--- src/load_store_order_checker_top_macros.svh ---
// assertion macros shared by the load/store order checker rtl
// expects clock and reset to be visible in the scope of each use
`ifndef LOAD_STORE_ORDER_CHECKER_TOP_MACROS_SVH
`define LOAD_STORE_ORDER_CHECKER_TOP_MACROS_SVH

// same-cycle implication
`define LSOC_ASSERT_IMPLY(lbl, ante, cons, msg) \
   lbl: assert property (@(posedge clock) disable iff (reset) (ante) |-> (cons)) \
      else $error(msg);

// next-cycle implication
`define LSOC_ASSERT_NEXT(lbl, ante, cons, msg) \
   lbl: assert property (@(posedge clock) disable iff (reset) (ante) |=> (cons)) \
      else $error(msg);

`endif

--- src/lsoc_pkg.sv ---
// shared types and codes for the load/store order checker
// no dependencies
package lsoc_pkg;

   localparam int LSOC_QUEUE_DEPTH = 16;
   localparam int LSOC_TAG_BITS    = 8;
   localparam int LSOC_WORD_BITS   = 30;

   localparam logic [1:0] OP_INSERT  = 2'd0;
   localparam logic [1:0] OP_EXECUTE = 2'd1;
   localparam logic [1:0] OP_REMOVE  = 2'd2;
   localparam logic [1:0] OP_NONE    = 2'd3;

   localparam logic [1:0] STAT_OK        = 2'd0;
   localparam logic [1:0] STAT_FULL      = 2'd1;
   localparam logic [1:0] STAT_NOT_FOUND = 2'd2;
   localparam logic [1:0] STAT_DUP       = 2'd3;

   localparam logic KIND_REPLAY = 1'b0;
   localparam logic KIND_DONE   = 1'b1;

   typedef enum logic [2:0] {
      S_IDLE,
      S_FIND,
      S_SCAN,
      S_COMPACT,
      S_DONE
   } lsoc_state_type;

   typedef struct packed {
      logic       kind;
      logic [1:0] status;
      logic       needs_replay;
      logic       forwarded;
      logic       last;
   } rsp_ctrl_type;

endpackage

--- src/lsoc_rsp_reg.sv ---
// output register of the result channel, one item deep
// depends on lsoc_pkg for the result control struct
module lsoc_rsp_reg
   import lsoc_pkg::*;
#(
   parameter int TAG_BITS = LSOC_TAG_BITS
) (
   input  logic                clock,
   input  logic                reset,
   input  logic                push_valid,
   input  rsp_ctrl_type        push_ctrl,
   input  logic [TAG_BITS-1:0] push_tag,
   output logic                push_ready,
   output logic                rsp_valid,
   input  logic                rsp_stall,
   output logic                rsp_kind,
   output logic [TAG_BITS-1:0] rsp_replay_tag,
   output logic [1:0]          rsp_status,
   output logic                rsp_needs_replay,
   output logic                rsp_forwarded,
   output logic                rsp_last
);

   logic                valid_ff, valid_in;
   rsp_ctrl_type        ctrl_ff, ctrl_in;
   logic [TAG_BITS-1:0] tag_ff, tag_in;

   // a new item may land when the slot is empty or drains this cycle
   assign push_ready = !valid_ff || !rsp_stall;

   always_comb begin
      valid_in = valid_ff;
      ctrl_in  = ctrl_ff;
      tag_in   = tag_ff;
      if (push_valid && push_ready) begin
         valid_in = 1'b1;
         ctrl_in  = push_ctrl;
         tag_in   = push_tag;
      end else if (!rsp_stall) begin
         valid_in = 1'b0;
      end
   end

   always_ff @(posedge clock) begin
      if (reset) begin
         valid_ff <= 1'b0;
      end else begin
         valid_ff <= valid_in;
      end
   end

   always_ff @(posedge clock) begin
      ctrl_ff <= ctrl_in;
      tag_ff  <= tag_in;
   end

   assign rsp_valid        = valid_ff;
   assign rsp_kind         = ctrl_ff.kind;
   assign rsp_replay_tag   = tag_ff;
   assign rsp_status       = ctrl_ff.status;
   assign rsp_needs_replay = ctrl_ff.needs_replay;
   assign rsp_forwarded    = ctrl_ff.forwarded;
   assign rsp_last         = ctrl_ff.last;

endmodule

--- src/load_store_order_checker_top.sv ---
// Load/store queue ordering checker. Takes one operation per request: insert an in-flight memory
// instruction in program order, execute it (mark resolved and scan same-word entries youngest
// first for replays and store forwarding), or remove it. Entries live in an entry memory
// (tag, word, store, resolved) and a program-order memory that maps rank to slot, both with
// registered reads. Inserts, removes and live executes first sweep the entry memory one slot per
// cycle to look up their tag, stopping at a hit. An execute that finds its tag then scans one rank
// per cycle in a pipeline, frozen while a stalled result channel cannot take a replay, and a
// remove that finds its tag compacts the order memory. Dead executes and the unused opcode skip
// the lookup and go straight to completion. Every request ends with one completion transfer,
// preceded by one replay transfer per younger resolved load found.
// Depends on lsoc_pkg, lsoc_rsp_reg and the assertion macro header.
`include "load_store_order_checker_top_macros.svh"

module load_store_order_checker_top
   import lsoc_pkg::*;
#(
   parameter int QUEUE_DEPTH = LSOC_QUEUE_DEPTH,
   parameter int TAG_BITS    = LSOC_TAG_BITS,
   parameter int WORD_BITS   = LSOC_WORD_BITS
) (
   input  logic                 clock,
   input  logic                 reset,
   input  logic                 req_valid,
   output logic                 req_stall,
   input  logic [1:0]           req_opcode,
   input  logic [TAG_BITS-1:0]  req_instr_tag,
   input  logic [WORD_BITS-1:0] req_word_addr,
   input  logic                 req_is_store,
   input  logic                 req_is_dead,
   output logic                 rsp_valid,
   input  logic                 rsp_stall,
   output logic                 rsp_kind,
   output logic [TAG_BITS-1:0]  rsp_replay_tag,
   output logic [1:0]           rsp_status,
   output logic                 rsp_needs_replay,
   output logic                 rsp_forwarded,
   output logic                 rsp_last
);

   localparam int SLOT_BITS = $clog2(QUEUE_DEPTH);
   localparam int CNT_BITS  = $clog2(QUEUE_DEPTH + 1);
   localparam int ENT_BITS  = TAG_BITS + WORD_BITS + 2;
   localparam logic [SLOT_BITS-1:0] SLOT_LAST = SLOT_BITS'(QUEUE_DEPTH - 1);
   localparam logic [CNT_BITS-1:0]  CNT_FULL  = CNT_BITS'(QUEUE_DEPTH);

   lsoc_state_type state_ff, state_in;

   logic [1:0]             op_ff, op_in;
   logic [TAG_BITS-1:0]    tag_ff, tag_in;
   logic [WORD_BITS-1:0]   word_ff, word_in;
   logic                   store_ff, store_in;
   logic [QUEUE_DEPTH-1:0] valid_ff, valid_in;
   logic [CNT_BITS-1:0]    live_cnt_ff, live_cnt_in;
   logic [CNT_BITS-1:0]    cnt_ff, cnt_in;
   logic                   s1_v_ff, s1_v_in;
   logic [SLOT_BITS-1:0]   s1_idx_ff, s1_idx_in;
   logic                   s2_v_ff, s2_v_in;
   logic [SLOT_BITS-1:0]   s2_slot_ff, s2_slot_in;
   logic [SLOT_BITS-1:0]   self_slot_ff, self_slot_in;
   logic                   younger_ff, younger_in;
   logic                   replay_ff, replay_in;
   logic                   fwd_ff, fwd_in;
   logic                   found_ff, found_in;
   logic [1:0]             status_ff, status_in;

   // entry memory {tag, word, store, resolved} and rank-to-slot order memory
   logic [ENT_BITS-1:0]  ent_mem [QUEUE_DEPTH];
   logic [ENT_BITS-1:0]  ent_rdata_ff;
   logic                 ent_re, ent_we;
   logic [SLOT_BITS-1:0] ent_ra, ent_wa;
   logic [ENT_BITS-1:0]  ent_wd;
   logic [SLOT_BITS-1:0] ord_mem [QUEUE_DEPTH];
   logic [SLOT_BITS-1:0] ord_rdata_ff;
   logic                 ord_re, ord_we;
   logic [SLOT_BITS-1:0] ord_ra, ord_wa, ord_wd;

   logic                 req_accept;
   logic [TAG_BITS-1:0]  ent_tag;
   logic [WORD_BITS-1:0] ent_word;
   logic                 ent_store, ent_res;
   logic                 find_hit, find_end, queue_full;
   logic [SLOT_BITS-1:0] free_slot;
   logic                 eval, ent_match, is_self;
   logic                 replay_hit, fwd_hit, self_hit;
   logic                 adv, scan_end, comp_end;
   logic [CNT_BITS-1:0]  cnt_m1;
   logic                 push_valid, push_ready;
   rsp_ctrl_type         push_ctrl;
   logic [TAG_BITS-1:0]  push_tag;

   assign req_stall  = (state_ff != S_IDLE);
   assign req_accept = req_valid && !req_stall;

   assign ent_tag   = ent_rdata_ff[ENT_BITS-1 -: TAG_BITS];
   assign ent_word  = ent_rdata_ff[WORD_BITS+1:2];
   assign ent_store = ent_rdata_ff[1];
   assign ent_res   = ent_rdata_ff[0];

   // tag lookup, one slot per cycle
   assign find_hit   = s1_v_ff && valid_ff[s1_idx_ff] && (ent_tag == tag_ff);
   assign find_end   = (state_ff == S_FIND) && s1_v_ff && (find_hit || s1_idx_ff == SLOT_LAST);
   assign queue_full = (live_cnt_ff == CNT_FULL);

   always_comb begin
      free_slot = '0;
      for (int i = QUEUE_DEPTH - 1; i >= 0; i--) begin
         if (!valid_ff[i]) begin
            free_slot = SLOT_BITS'(i);
         end
      end
   end

   // scan evaluation on the entry read back at stage two
   assign eval       = (state_ff == S_SCAN) && s2_v_ff && !fwd_ff;
   assign ent_match  = (ent_word == word_ff);
   assign is_self    = (s2_slot_ff == self_slot_ff);
   assign self_hit   = eval && ent_match && is_self;
   assign replay_hit = eval && ent_match && !is_self && ent_res && younger_ff && !ent_store;
   assign fwd_hit    = eval && ent_match && !is_self && ent_res && !younger_ff
                       && !store_ff && ent_store;
   // a replay that cannot be handed over freezes the whole scan pipeline
   assign adv        = !(replay_hit && !push_ready);
   assign scan_end   = fwd_ff || (cnt_ff == '0 && !s1_v_ff && !s2_v_ff);
   assign comp_end   = (cnt_ff == live_cnt_ff) && !s1_v_ff;
   assign cnt_m1     = cnt_ff - CNT_BITS'(1);

   always_comb begin
      state_in = state_ff;
      case (state_ff)
         S_IDLE: begin
            if (req_accept) begin
               if ((req_opcode == OP_EXECUTE && req_is_dead) || req_opcode == OP_NONE) begin
                  state_in = S_DONE;
               end else begin
                  state_in = S_FIND;
               end
            end
         end
         S_FIND: begin
            if (find_end) begin
               if (op_ff == OP_EXECUTE && find_hit) begin
                  state_in = S_SCAN;
               end else if (op_ff == OP_REMOVE && find_hit) begin
                  state_in = S_COMPACT;
               end else begin
                  state_in = S_DONE;
               end
            end
         end
         S_SCAN: begin
            if (scan_end) begin
               state_in = S_DONE;
            end
         end
         S_COMPACT: begin
            if (comp_end) begin
               state_in = S_DONE;
            end
         end
         S_DONE: begin
            if (push_ready) begin
               state_in = S_IDLE;
            end
         end
         default: begin
            state_in = S_IDLE;
         end
      endcase
   end

   always_comb begin
      op_in        = op_ff;
      tag_in       = tag_ff;
      word_in      = word_ff;
      store_in     = store_ff;
      valid_in     = valid_ff;
      live_cnt_in  = live_cnt_ff;
      cnt_in       = cnt_ff;
      s1_v_in      = 1'b0;
      s1_idx_in    = s1_idx_ff;
      s2_v_in      = 1'b0;
      s2_slot_in   = s2_slot_ff;
      self_slot_in = self_slot_ff;
      younger_in   = younger_ff;
      replay_in    = replay_ff;
      fwd_in       = fwd_ff;
      found_in     = found_ff;
      status_in    = status_ff;
      ent_re       = 1'b0;
      ent_ra       = '0;
      ent_we       = 1'b0;
      ent_wa       = '0;
      ent_wd       = '0;
      ord_re       = 1'b0;
      ord_ra       = '0;
      ord_we       = 1'b0;
      ord_wa       = '0;
      ord_wd       = '0;
      case (state_ff)
         S_IDLE: begin
            if (req_accept) begin
               op_in      = req_opcode;
               tag_in     = req_instr_tag;
               word_in    = req_word_addr;
               store_in   = req_is_store;
               cnt_in     = '0;
               younger_in = 1'b1;
               replay_in  = 1'b0;
               fwd_in     = 1'b0;
               found_in   = 1'b0;
               status_in  = STAT_OK;
            end
         end
         S_FIND: begin
            if (cnt_ff != CNT_FULL && !find_end) begin
               ent_re    = 1'b1;
               ent_ra    = cnt_ff[SLOT_BITS-1:0];
               s1_v_in   = 1'b1;
               s1_idx_in = cnt_ff[SLOT_BITS-1:0];
               cnt_in    = cnt_ff + CNT_BITS'(1);
            end
            if (find_end) begin
               cnt_in = (op_ff == OP_EXECUTE) ? live_cnt_ff : '0;
               case (op_ff)
                  OP_INSERT: begin
                     if (find_hit) begin
                        status_in = STAT_DUP;
                     end else if (queue_full) begin
                        status_in = STAT_FULL;
                     end else begin
                        ent_we              = 1'b1;
                        ent_wa              = free_slot;
                        ent_wd              = {tag_ff, word_ff, store_ff, 1'b0};
                        // new entry is the youngest rank
                        ord_we              = 1'b1;
                        ord_wa              = live_cnt_ff[SLOT_BITS-1:0];
                        ord_wd              = free_slot;
                        valid_in[free_slot] = 1'b1;
                        live_cnt_in         = live_cnt_ff + CNT_BITS'(1);
                     end
                  end
                  OP_EXECUTE: begin
                     if (find_hit) begin
                        self_slot_in = s1_idx_ff;
                        word_in      = ent_word;
                        store_in     = ent_store;
                        ent_we       = 1'b1;
                        ent_wa       = s1_idx_ff;
                        ent_wd       = {ent_rdata_ff[ENT_BITS-1:1], 1'b1};
                     end else begin
                        status_in = STAT_NOT_FOUND;
                     end
                  end
                  OP_REMOVE: begin
                     if (find_hit) begin
                        self_slot_in        = s1_idx_ff;
                        valid_in[s1_idx_ff] = 1'b0;
                     end else begin
                        status_in = STAT_NOT_FOUND;
                     end
                  end
                  default: begin
                  end
               endcase
            end
         end
         S_SCAN: begin
            if (adv) begin
               // stage one: rank to slot, youngest rank first
               if (cnt_ff != '0 && !fwd_ff) begin
                  ord_re  = 1'b1;
                  ord_ra  = cnt_m1[SLOT_BITS-1:0];
                  cnt_in  = cnt_m1;
                  s1_v_in = 1'b1;
               end
               // stage two: slot to entry
               if (s1_v_ff) begin
                  ent_re     = 1'b1;
                  ent_ra     = ord_rdata_ff;
                  s2_v_in    = 1'b1;
                  s2_slot_in = ord_rdata_ff;
               end
               if (self_hit) begin
                  younger_in = 1'b0;
               end
               if (replay_hit) begin
                  replay_in = 1'b1;
               end
               if (fwd_hit) begin
                  fwd_in = 1'b1;
               end
            end else begin
               s1_v_in = s1_v_ff;
               s2_v_in = s2_v_ff;
            end
         end
         S_COMPACT: begin
            if (cnt_ff != live_cnt_ff) begin
               ord_re    = 1'b1;
               ord_ra    = cnt_ff[SLOT_BITS-1:0];
               s1_v_in   = 1'b1;
               s1_idx_in = cnt_ff[SLOT_BITS-1:0];
               cnt_in    = cnt_ff + CNT_BITS'(1);
            end
            // ranks behind the removed entry move down by one
            if (s1_v_ff) begin
               if (ord_rdata_ff == self_slot_ff) begin
                  found_in = 1'b1;
               end else if (found_ff) begin
                  ord_we = 1'b1;
                  ord_wa = s1_idx_ff - SLOT_BITS'(1);
                  ord_wd = ord_rdata_ff;
               end
            end
            if (comp_end) begin
               live_cnt_in = live_cnt_ff - CNT_BITS'(1);
            end
         end
         S_DONE: begin
         end
         default: begin
         end
      endcase
   end

   always_ff @(posedge clock) begin
      if (reset) begin
         state_ff    <= S_IDLE;
         valid_ff    <= '0;
         live_cnt_ff <= '0;
         s1_v_ff     <= 1'b0;
         s2_v_ff     <= 1'b0;
      end else begin
         state_ff    <= state_in;
         valid_ff    <= valid_in;
         live_cnt_ff <= live_cnt_in;
         s1_v_ff     <= s1_v_in;
         s2_v_ff     <= s2_v_in;
      end
   end

   always_ff @(posedge clock) begin
      op_ff        <= op_in;
      tag_ff       <= tag_in;
      word_ff      <= word_in;
      store_ff     <= store_in;
      cnt_ff       <= cnt_in;
      s1_idx_ff    <= s1_idx_in;
      s2_slot_ff   <= s2_slot_in;
      self_slot_ff <= self_slot_in;
      younger_ff   <= younger_in;
      replay_ff    <= replay_in;
      fwd_ff       <= fwd_in;
      found_ff     <= found_in;
      status_ff    <= status_in;
   end

   always_ff @(posedge clock) begin
      if (ent_we) begin
         ent_mem[ent_wa] <= ent_wd;
      end
      if (ent_re) begin
         ent_rdata_ff <= ent_mem[ent_ra];
      end
   end

   always_ff @(posedge clock) begin
      if (ord_we) begin
         ord_mem[ord_wa] <= ord_wd;
      end
      if (ord_re) begin
         ord_rdata_ff <= ord_mem[ord_ra];
      end
   end

   // completion in the done state, replay transfers during the scan
   always_comb begin
      push_valid = (state_ff == S_DONE) || replay_hit;
      if (state_ff == S_DONE) begin
         push_ctrl.kind         = KIND_DONE;
         push_ctrl.status       = status_ff;
         push_ctrl.needs_replay = replay_ff;
         push_ctrl.forwarded    = fwd_ff;
         push_ctrl.last         = 1'b1;
         push_tag               = '0;
      end else begin
         push_ctrl.kind         = KIND_REPLAY;
         push_ctrl.status       = STAT_OK;
         push_ctrl.needs_replay = 1'b0;
         push_ctrl.forwarded    = 1'b0;
         push_ctrl.last         = 1'b0;
         push_tag               = ent_tag;
      end
   end

   lsoc_rsp_reg #(
      .TAG_BITS(TAG_BITS)
   ) u_rsp_reg (
      .clock            (clock),
      .reset            (reset),
      .push_valid       (push_valid),
      .push_ctrl        (push_ctrl),
      .push_tag         (push_tag),
      .push_ready       (push_ready),
      .rsp_valid        (rsp_valid),
      .rsp_stall        (rsp_stall),
      .rsp_kind         (rsp_kind),
      .rsp_replay_tag   (rsp_replay_tag),
      .rsp_status       (rsp_status),
      .rsp_needs_replay (rsp_needs_replay),
      .rsp_forwarded    (rsp_forwarded),
      .rsp_last         (rsp_last)
   );

   `LSOC_ASSERT_IMPLY(a_live_count, state_ff != S_COMPACT, $countones(valid_ff) == live_cnt_ff, "live count out of step with valid bits")
   `LSOC_ASSERT_NEXT(a_replay_held, replay_hit && !push_ready, replay_hit && $stable(s2_slot_ff), "blocked replay lost")
   `LSOC_ASSERT_NEXT(a_fwd_stops, state_ff == S_SCAN && fwd_ff, state_ff == S_DONE, "scan continued past forwarding store")
   `LSOC_ASSERT_IMPLY(a_idle_empty, state_ff == S_IDLE, !s1_v_ff && !s2_v_ff, "pipeline busy while idle")

endmodule
--- config.mk ---
export PLATFORM = sky130hd
export DESIGN_NAME = load_store_order_checker_top
export DESIGN_NICKNAME = d
export VERILOG_FILES = /design/src/lsoc_pkg.sv /design/src/lsoc_rsp_reg.sv /design/src/load_store_order_checker_top.sv
export VERILOG_INCLUDE_DIRS = /design/src /design/src/src
export SDC_FILE = /design/constraint.sdc
export NUM_CORES = 1
export LEC_CHECK = 0
export BUFFER_PORTS_ARGS = -buffer_cell sky130_fd_sc_hd__buf_4
export CAP_MARGIN = 20
export CORE_UTILIZATION = 45
export DETAILED_ROUTE_END_ITERATION = 12
export HOLD_SLACK_MARGIN = 0.15
export PLACE_DENSITY = 0.64
export SLEW_MARGIN = 0
export SYNTH_ARGS = -nofsm -noshare
export SYNTH_HDL_FRONTEND = slang
export SYNTH_SLANG_ARGS = --single-unit
--- constraint.sdc ---
create_clock -name clock -period 6.95 [get_ports clock]
set_clock_uncertainty 0.2 [all_clocks]
set_input_delay 1.39 -clock clock [delete_from_list [all_inputs] [get_ports clock]]
set_output_delay 1.39 -clock clock [all_outputs]
set_load 0.03 [all_outputs]
-- After elaboration in Yosys (flattened, before gate mapping)
Memory sizes are Yosys's and may differ from the RTL's. A register that Yosys moved wholly into a read port is not among the register bits.
Index checks and enable logic that the tools add are counted.
- register bits after elaboration: 105
- memory bits (writable): 704
- input port bits: 46
- output and inout bits: 16
- word-level logic and storage cells: 303
- memories: 2
- memories (name ; depth ; width ; read ports ; clocked after Yosys merged registers in ; write ports ; RTL line ; text):
    ent_mem ; 16 ; 40 ; 1 ; 1 ; 1 ; load_store_order_checker_top.sv:67 ; logic [ENT_BITS-1:0] ent_mem [QUEUE_DEPTH];
    ord_mem ; 16 ; 4 ; 1 ; 1 ; 1 ; load_store_order_checker_top.sv:72 ; logic [SLOT_BITS-1:0] ord_mem [QUEUE_DEPTH];
- add/sub/neg operators: 5
- $lt $le $gt $ge: 4
- equality and inequality tests: 44
- multiplexer cells: 146
- bitwise operators: 5
- reduce and logical (&&, ||, !) cells: 72
- operator list (operator ; number):
    $mux 40 ; 5
    $mux 4 ; 41
    $mux 30 ; 4
    $pmux 40 s2 ; 1
    $mux 5 ; 12
    $pmux 30 s2 ; 1
    $mux 16 ; 3
    $pmux 4 s2 ; 6
    $mux 1 ; 40
    $ne 2x2->1 const B ; 18
    $pmux 16 s2 ; 1
    $eq 30x30->1 ; 1
    $logic_and 1x1->1 ; 28
    $mux 3 ; 8
    $reduce_and 6->1 ; 4
    $pmux 5 s4 ; 1
    $reduce_and 4->1 ; 5
    $pmux 1 s2 ; 9
    $and 16x16->16 ; 1
    $not 16->16 ; 1
    $or 16x16->16 ; 1
    $pmux 3 s5 ; 1
    $logic_not 1->1 ; 12
    $add 5x1->5 const B ; 2
    other kinds (40) ; 70

-- Logic depth before layout (Yosys ltp)
Gate-level depths: netlist of run 1.
- depth in word-level cells: 24
- gate-level depth with buffers: 16
- depth with buffers taken out: 11

-- By module
Synthesis of run 1 repeated with hierarchy kept, for this count alone.
- cell total of the unflattened synthesis: 2459
- area total of the unflattened synthesis: 36688.9 µm²
- modules (own cells, without submodules) (module ; times used ; cells each ; area an instance (µm²)):
    load_store_order_checker_top ; 1 ; 2440 ; 36229.7
    lsoc_rsp_reg ; 1 ; 19 ; 459.2

-- Least setup slack after synthesis of run 1
Ideal clock, no wire load.
- path type: register to register
- start point: register s1_idx_ff[0]
- end point: memory ent_mem[5][0] in the netlist's numbering (enable)
- library setup time: 487 ps
- data arrival time: 5520 ps
- required time: 6263 ps
- slack: 743 ps
- cell stages (with the launch flop): 11
- buffers on the path: 1
- cells stage by stage: edfxtp_1 buf_2 mux4_2 a22oi_2 nand3_2 a311oi_4 a32oi_1 a211o_1 or3_1 or2_1 nor3_1
- word-level cells in the longest chain between the ends: 10
- elaborated cells on any way between the ends: 19
- those cells by class: eq/ne: 1; mux: 14; reduce/logical: 4
- RTL lines (element ; RTL line ; text):
    from (decl) ; load_store_order_checker_top.sv:56 ; logic [SLOT_BITS-1:0] s1_idx_ff, s1_idx_in;
    from (signal assigned) ; load_store_order_checker_top.sv:348 ; s1_idx_ff <= s1_idx_in;
    $bmux 1 s4 ; load_store_order_checker_top.sv:100 ; assign find_hit = s1_v_ff && valid_ff[s1_idx_ff] && (ent_tag == tag_ff);
    $mux 1 (not written as such) ; load_store_order_checker_top.sv:100 ;
    $logic_and 1x1->1 (2 in a row) ; load_store_order_checker_top.sv:100 ;
    $mux 1, or another cell as far along ; load_store_order_checker_top.sv:243 ; if (find_hit) begin
    $pmux 1 s2 or $logic_and 1x1->1 (tied branches) ; load_store_order_checker_top.sv:224, load_store_order_checker_top.sv:101 ;
    $mux 1 ; load_store_order_checker_top.sv:222 ; if (find_end) begin
    $mux 1 ; load_store_order_checker_top.sv:199 ; case (state_ff)
    $mux 1 ; load_store_order_checker_top.sv:359 ; if (ent_we) begin
    $mux 1 (not written as such) ; load_store_order_checker_top.sv:360 ; ent_mem[ent_wa] <= ent_wd;
    to (decl) ; load_store_order_checker_top.sv:67 ;
Parallel ways exist; a longest one is shown, timed or not. The select of a mux whose other input is x is not followed.

-- Final worst setup path of run 1
- start point: register s1_idx_ff[1]
- end point: memory ent_mem[4][25] in the netlist's numbering (enable)
Same word-level chain as after synthesis.

==> reports/summary.txt, run 1 <==
vias in the first global route -> 22201
Critical Setup Path Class -> reg -> reg
Num CTS Buffers -> 88
# H-tree levels -> 3
Die Span X -> 283 um
ys async rst share -> 0
RSZ-0062 raised after global routing -> false
Setup Buffers After CTS -> 0
# nets final -> 2839
DP HPWL -> 51800 um
Die Footprint -> 0.0800 mm2
Worst-path clk slew -> 0.06 ns
Vias -> 23214
final setup violation count -> 0
Post-Syn Area -> 0.0355 mm2
root buf cell -> clkbuf_16
Worst R2R Path Depth -> 11
Avg Synthesized Cell Area -> 13.0 um2
I/O Pins -> 62
routability cong. -> 0.903
sequential-to-total area share from yosys stat -> 0.713
gr ovfl total -> 0
Setup TNS Final -> 0 ns
post-CTS resize count -> 0
Critical Path Sink Type -> flop
Gate Count Post-Synth -> 2737
number of flops mapped to enable cells by yosys -> 825
Post-route DRC -> 0
global-route wire length before repair -> 142000 um
Critical Path RT -> 7.05 ns
outcome -> completed
syn nets -> 2796
Post-synth top flop -> edfxtp_1
worst-margin pin slew -> 1.15 ns
Fin. Hold Viols -> 0
PortBufs -> 61
Initial Util -> 0.457
PD cells -> 335 mW/mm2
Clock Sinks -> 852
final worst-path cycle share -> 0.762
Max-slew headroom -> 0.234
antenna viol nets, final -> 0
Worst Hold Endpoint -> valid_ff[6]
Leak Pwr -> 12.3 nW
routed vias/inst -> 5.96
Reg-to-Reg End -> ent_mem[4][25]
Clock Latency Late Sink -> 0.65 ns
max-slew violations -> 0
WL/cell -> 24.5 um
DRT Pass-1 Iters -> 8
hold crit path type -> reg -> reg
Critical R2R Launch -> s1_idx_ff[1]
layout cell share with drive strength beyond 1 -> 0.111
final hold slack -> 0.313 ns
Detailed Route WL -> 95500 um
Max Freq -> 189 MHz
Hold Path Depth -> 2
Die Ht -> 283 um
total track usage -> 0.240
CTS tree -> done
Area Overhead vs Synth -> 13.2%
largest net degree at the start of global routing -> 152
Core Rows -> 102
Max VDD drop -> 0.222 mV
Startpoint Class -> flop
initial antenna violation count -> 0
yosys synthesis warning count -> 0
Reg2Reg Setup Slack -> 1.65 ns
Distinct cells, synth -> 77
CTS Hold Bufs -> 0
Hold Crit Start -> valid_ff[6]
Synth Register Bits -> 852
CORE AREA -> 0.0777 mm2
Worst Path Arrival -> 5.40 ns
Final Critical Period -> 5.30 ns
Max-cap violations -> 0
Ant. Diodes -> 0
CP max FO -> 40
CTS max path bufs -> 3
initial drt markers -> 2632
[worst max-delay path, cell delays in order (launching register included)]
cell,delay (ns)
edfxtp_1,0.71
mux2i_1,0.16
mux4_2,0.52
nand2_1,0.20
nand3_2,0.19
a21oi_2,0.67
o21ai_4,0.09
buf_4,0.34
or3_1,0.51
or2_1,0.29
a21oi_4,0.62
buf_4,0.43
[layer usage]
layer  track usage  wire [um]
met1         0.349      40100
met2         0.370      43700
met3        0.0446       9350
met4        0.0632       2300
met5             0          0
[logic make-up after synthesis]
group,share of synthesized area
AOI/OAI and AO/OA,0.0996
xor gates and xnor gates,0.0148
adders and majority gates,0.00479
buffers and inverters,0.0239
DFF,0.713
muxes,0.0222
and+or+nand+nor,0.122
[how the worst max path moves through the flow]
stage	cells past startpoint	endpoint	start
6_report	11	ent_mem[4][25]	s1_idx_ff[1]
5_1_grt	11	ent_mem[4][20]	s1_idx_ff[1]
4_1_cts	11	ent_mem[4][25]	s1_idx_ff[1]
3_5_place_dp	11	ent_mem[4][24]	s1_idx_ff[1]
3_3_place_gp	11	ent_mem[4][17]	s1_idx_ff[1]
2_1_floorplan	10	ent_mem[5][0]	s1_idx_ff[0]
[layout by cell type, fill, tap and decap left out, types with 13 or more instances in the layout]
cell / n
mux4_2: 13
a21oi_1: 187
nor2_1: 192
xnor2_1: 56
inv_1: 26
o21ai_1: 29
clkbuf_1: 19
a22o_1: 19
mux2i_1: 34
nand4_1: 17
dfxtp_1: 27
clkinv_2: 15
buf_4: 112
clkinv_1: 16
o21ai_0: 64
edfxtp_1: 825
a22oi_1: 72
a211oi_1: 17
nand3_1: 106
a31oi_1: 61
nor3_1: 13
nand2_1: 584
a32o_1: 28
clkbuf_16: 90
[sequential cells by signal, indices dropped and copies added, names as in the netlist, 2 cells and up]
signal,count
state_ff,3
tag_ff,8
ord_rdata_ff,4
s2_slot_ff,4
u_rsp_reg.rsp_replay_tag,8
self_slot_ff,4
cnt_ff,5
word_ff,30
ent_rdata_ff,40
u_rsp_reg.rsp_status,2
ent_mem,640
valid_ff,16
op_ff,2
s1_idx_ff,4
live_cnt_ff,5
status_ff,2
ord_mem,64
[metrics by stage]
step / cells / area (um2) / setup slack (ns) / total power, mW / utilization
final: 3893 / 40200 / 1.65 / 13.5 / 0.517
after global routing: 3893 / 40200 / 1.42 / 14.0 / 0.517
after CTS: 3885 / 40100 / 1.70 / 13.5 / 0.516
after detailed placement: 3722 / 37200 / 1.74 / 8.72 / 0.478
after global placement: 3721 / 37200 / 1.86 / 8.68 / 0.478
after floorplan: 2737 / 35500 / 0.743 / 7.88 / -
[power breakdown]
part           internal [mW]  leakage, nW  switching, mW
Combinational          0.808         4.61           1.73
Sequential              5.87         6.28          0.237
Clock                   2.84         1.43           1.98
Total                   9.53         12.3           3.95
[synthesized netlist by cell type (all sizes together) (7+ instances only)]
master	number	area, um2
o21ai	94	470
ha	12	150
a211oi	17	128
a22oi	73	553
edfxtp	825	24800
nor3	22	110
dfxtp	27	541
nor2	197	747
xnor2	56	490
nand2	587	2220
nor2b	12	75.1
a22o	19	166
a32o	31	310
buf	78	414
or2	7	43.8
a31o	13	114
and2	19	119
a31oi	61	382
mux2i	34	340
mux4	18	424
and3	9	56.3
nand3b	9	67.6
nand3	108	551
inv	27	104
a21oi	194	975
nand4	17	106
clkbuf	87	327
[final cells by class]
cell class,count,area (um2)
Fill cell,6473,37500
Sequential cell,852,25300
Multi-Input combinational cell,1692,9570
Clock buffer,110,2340
Tap cell,1040,1300
Timing Repair Buffer,118,940
Clock inverter,53,619
Inverter,28,108
(Power assumes the default switching activity.)
==> inputs of run 2 (changes only) <==
- clock period: 6.95 -> 5.45 ns (I/O delays scaled with it)
==> reports/summary.txt, run 2 (synthesis results as in run 1) <==
outcome -> completed
gr ovfl total -> 0 (unchanged)
Startpoint Class -> flop
Worst Path Arrival -> 4.75 ns (-0.65 ns)
Critical Path Sink Type -> flop
Hold Crit Start -> valid_ff[6]
Setup Buffers After CTS -> 0 (unchanged)
Area Overhead vs Synth -> 13.8%
Fillers -> 6417 (-0.87%)
initial drt markers -> 2460 (-6.5%)
Hold Path Depth -> 2 (unchanged)
Worst Hold Endpoint -> valid_ff[6]
most common cell after layout, fill and taps aside -> edfxtp_1
Setup TNS Final -> 0 ns (unchanged)
Die Footprint -> 0.0800 mm2 (unchanged)
layout cell share with drive strength beyond 1 -> 0.114 (+0.00325)
DRT Pass-1 Iters -> 7 (-1)
CTS Hold Bufs -> 0 (unchanged)
Core Rows -> 102 (unchanged)
Worst-path clk slew -> 0.06 ns (about the same)
FF+latch area -> 0.0253 mm2 (unchanged)
CTS tree -> done
Die Span X -> 283 um (unchanged)
routed vias/inst -> 5.84 (-2.0%)
Ant. Diodes -> 0 (unchanged)
Final Critical Period -> 4.69 ns (-0.602 ns)
Leak Pwr -> 12.5 nW (+1.2%)
Reg2Reg Setup Slack -> 0.76 ns (-0.90 ns)
Critical Path RT -> 5.51 ns (-1.54 ns)
most flop-heavy register -> ent_mem
post-layout util -> 0.520 (+0.00280)
post-CTS resize count -> 0 (unchanged)
Detailed Route WL -> 90600 um (-5.2%)
Num CTS Buffers -> 89 (+1.1%)
CTS max path bufs -> 3 (unchanged)
max-slew violations -> 0 (unchanged)
DP HPWL -> 52200 um (+0.84%)
max reg flops -> 640 (unchanged)
total track usage -> 0.228 (-0.0112)
RSZ-0062 raised after global routing -> false
# H-tree levels -> 3 (unchanged)
worst-margin pin slew -> 1.10 ns (-0.0521 ns)
global-route wire length before repair -> 136000 um (-3.8%)
Clock Sinks -> 852 (unchanged)
Max-cap violations -> 0 (unchanged)
Max VDD drop -> 0.251 mV (+13%)
dpl cells -> 3746 (+0.64%)
vias in the first global route -> 22255 (+0.24%)
root buf cell -> clkbuf_16
WL/cell -> 23.2 um (-5.5%)
CP max FO -> 40 (unchanged)
I/O Pins -> 62 (unchanged)
Post-Place Cell Area -> 0.0376 mm2 (+1.2%)
hold crit path type -> reg -> reg
Initial Util -> 0.457 (unchanged)
fin cells -> 3908 (+0.39%)
# nets final -> 2859 (+0.70%)
area occupied by multi-input gates -> 0.00960 mm2 (+0.26%)
Critical R2R Launch -> s1_idx_ff[0]
Clock Latency Late Sink -> 0.66 ns (about the same)
PortBufs -> 61 (unchanged)
PD cells -> 417 mW/mm2 (+24%)
final worst-path cycle share -> 0.861 (+0.0993)
Fin. Hold Viols -> 0 (unchanged)
initial antenna violation count -> 0 (unchanged)
final setup violation count -> 0 (unchanged)
final hold slack -> 0.322 ns (+0.00922 ns)
Post-route DRC -> 0 (unchanged)
Top Registers -> ent_mem: 640 flops, ord_mem: 64 flops, ent_rdata_ff: 40 flops
Max-slew headroom -> 0.267 (+0.0331)
Vias -> 22830 (-1.7%)
antenna viol nets, final -> 0 (unchanged)
Final Cell Area -> 0.0404 mm2 (+0.54%)
routability cong. -> 0.895 (-0.80%)
CORE AREA -> 0.0777 mm2 (unchanged)
largest net degree at the start of global routing -> 75 (-51%)
Die Ht -> 283 um (unchanged)
Reg-to-Reg End -> ent_mem[12][22]
most frequent cells in the layout -> 825 x edfxtp_1, 584 x nand2_1, 192 x nor2_1
Worst R2R Path Depth -> 11 (unchanged)
Critical Setup Path Class -> reg -> reg
Max Freq -> 213 MHz (+13%)
[run 2: worst max-delay path by stage]
| stage | startpoint | cells past startpoint | end | slack (ns) |
|---|---|---|---|---|
| finish | s1_idx_ff[0] | 11 | ent_mem[12][22] | 0.76 |
| global route | s1_idx_ff[0] | 11 | ent_mem[11][22] | 0.49 |
| CTS | s1_idx_ff[0] | 11 | ent_mem[11][24] | 0.80 |
| detailed placement | s1_idx_ff[0] | 11 | ent_mem[11][8] | 0.82 |
| global placement | s1_idx_ff[0] | 10 | ent_mem[1][5] | 0.96 |
| floorplan | s1_idx_ff[1] | 10 | ent_mem[11][0] | -0.48 |
[run 2: layer usage]
metal | up-vias | routed length (um) | global-route usage
li1 | 10272 | - | -
met1 | 11381 | 38100 | 0.316
met2 | 992 | 42100 | 0.363
met3 | 185 | 7390 | 0.0434
met4 | 0 | 2910 | 0.0766
met5 | - | 0 | 0
[run 2: worst max-delay path: stages, from the launching register on]
cell and delay [ns]:
edfxtp_1 0.65, mux4_2 0.58, a22oi_2 0.19, nand3_2 0.16, nand3_2 0.18, and3_2 0.39
buf_4 0.49, nand2_1 0.12, o21ai_0 0.22, nand4_1 0.26, a21oi_4 0.17, buf_4 0.65
[run 2: stage by stage]
| step | setup WS (ns) | power (mW) |
|---|---|---|
| final | 0.757 | 16.9 |
| after detailed placement | 0.821 | 11.2 |
| after CTS | 0.801 | 16.9 |
| after global placement | 0.961 | 11.1 |
| after global routing | 0.495 | 17.5 |
| after floorplan | -0.476 | 10.0 |
[run 2: area by class of cell]
type	count	area share
Sequential cell	852	0.626
Clock buffer	112	0.0572
Inverter	28	0.00266
Clock inverter	47	0.0115
Multi-Input combinational cell	1692	0.238
Timing Repair Buffer	137	0.0324
Tap cell	1040	0.0322
[run 2: where the power goes]
group | internal, mW | leakage, nW | switching, mW | total, mW
Clock | 3.27 | 1.35 | 2.53 | 5.81
Sequential | 7.49 | 6.28 | 0.286 | 7.78
Combinational | 1.11 | 4.84 | 2.17 | 3.28
Total | 11.9 | 12.5 | 4.99 | 16.9
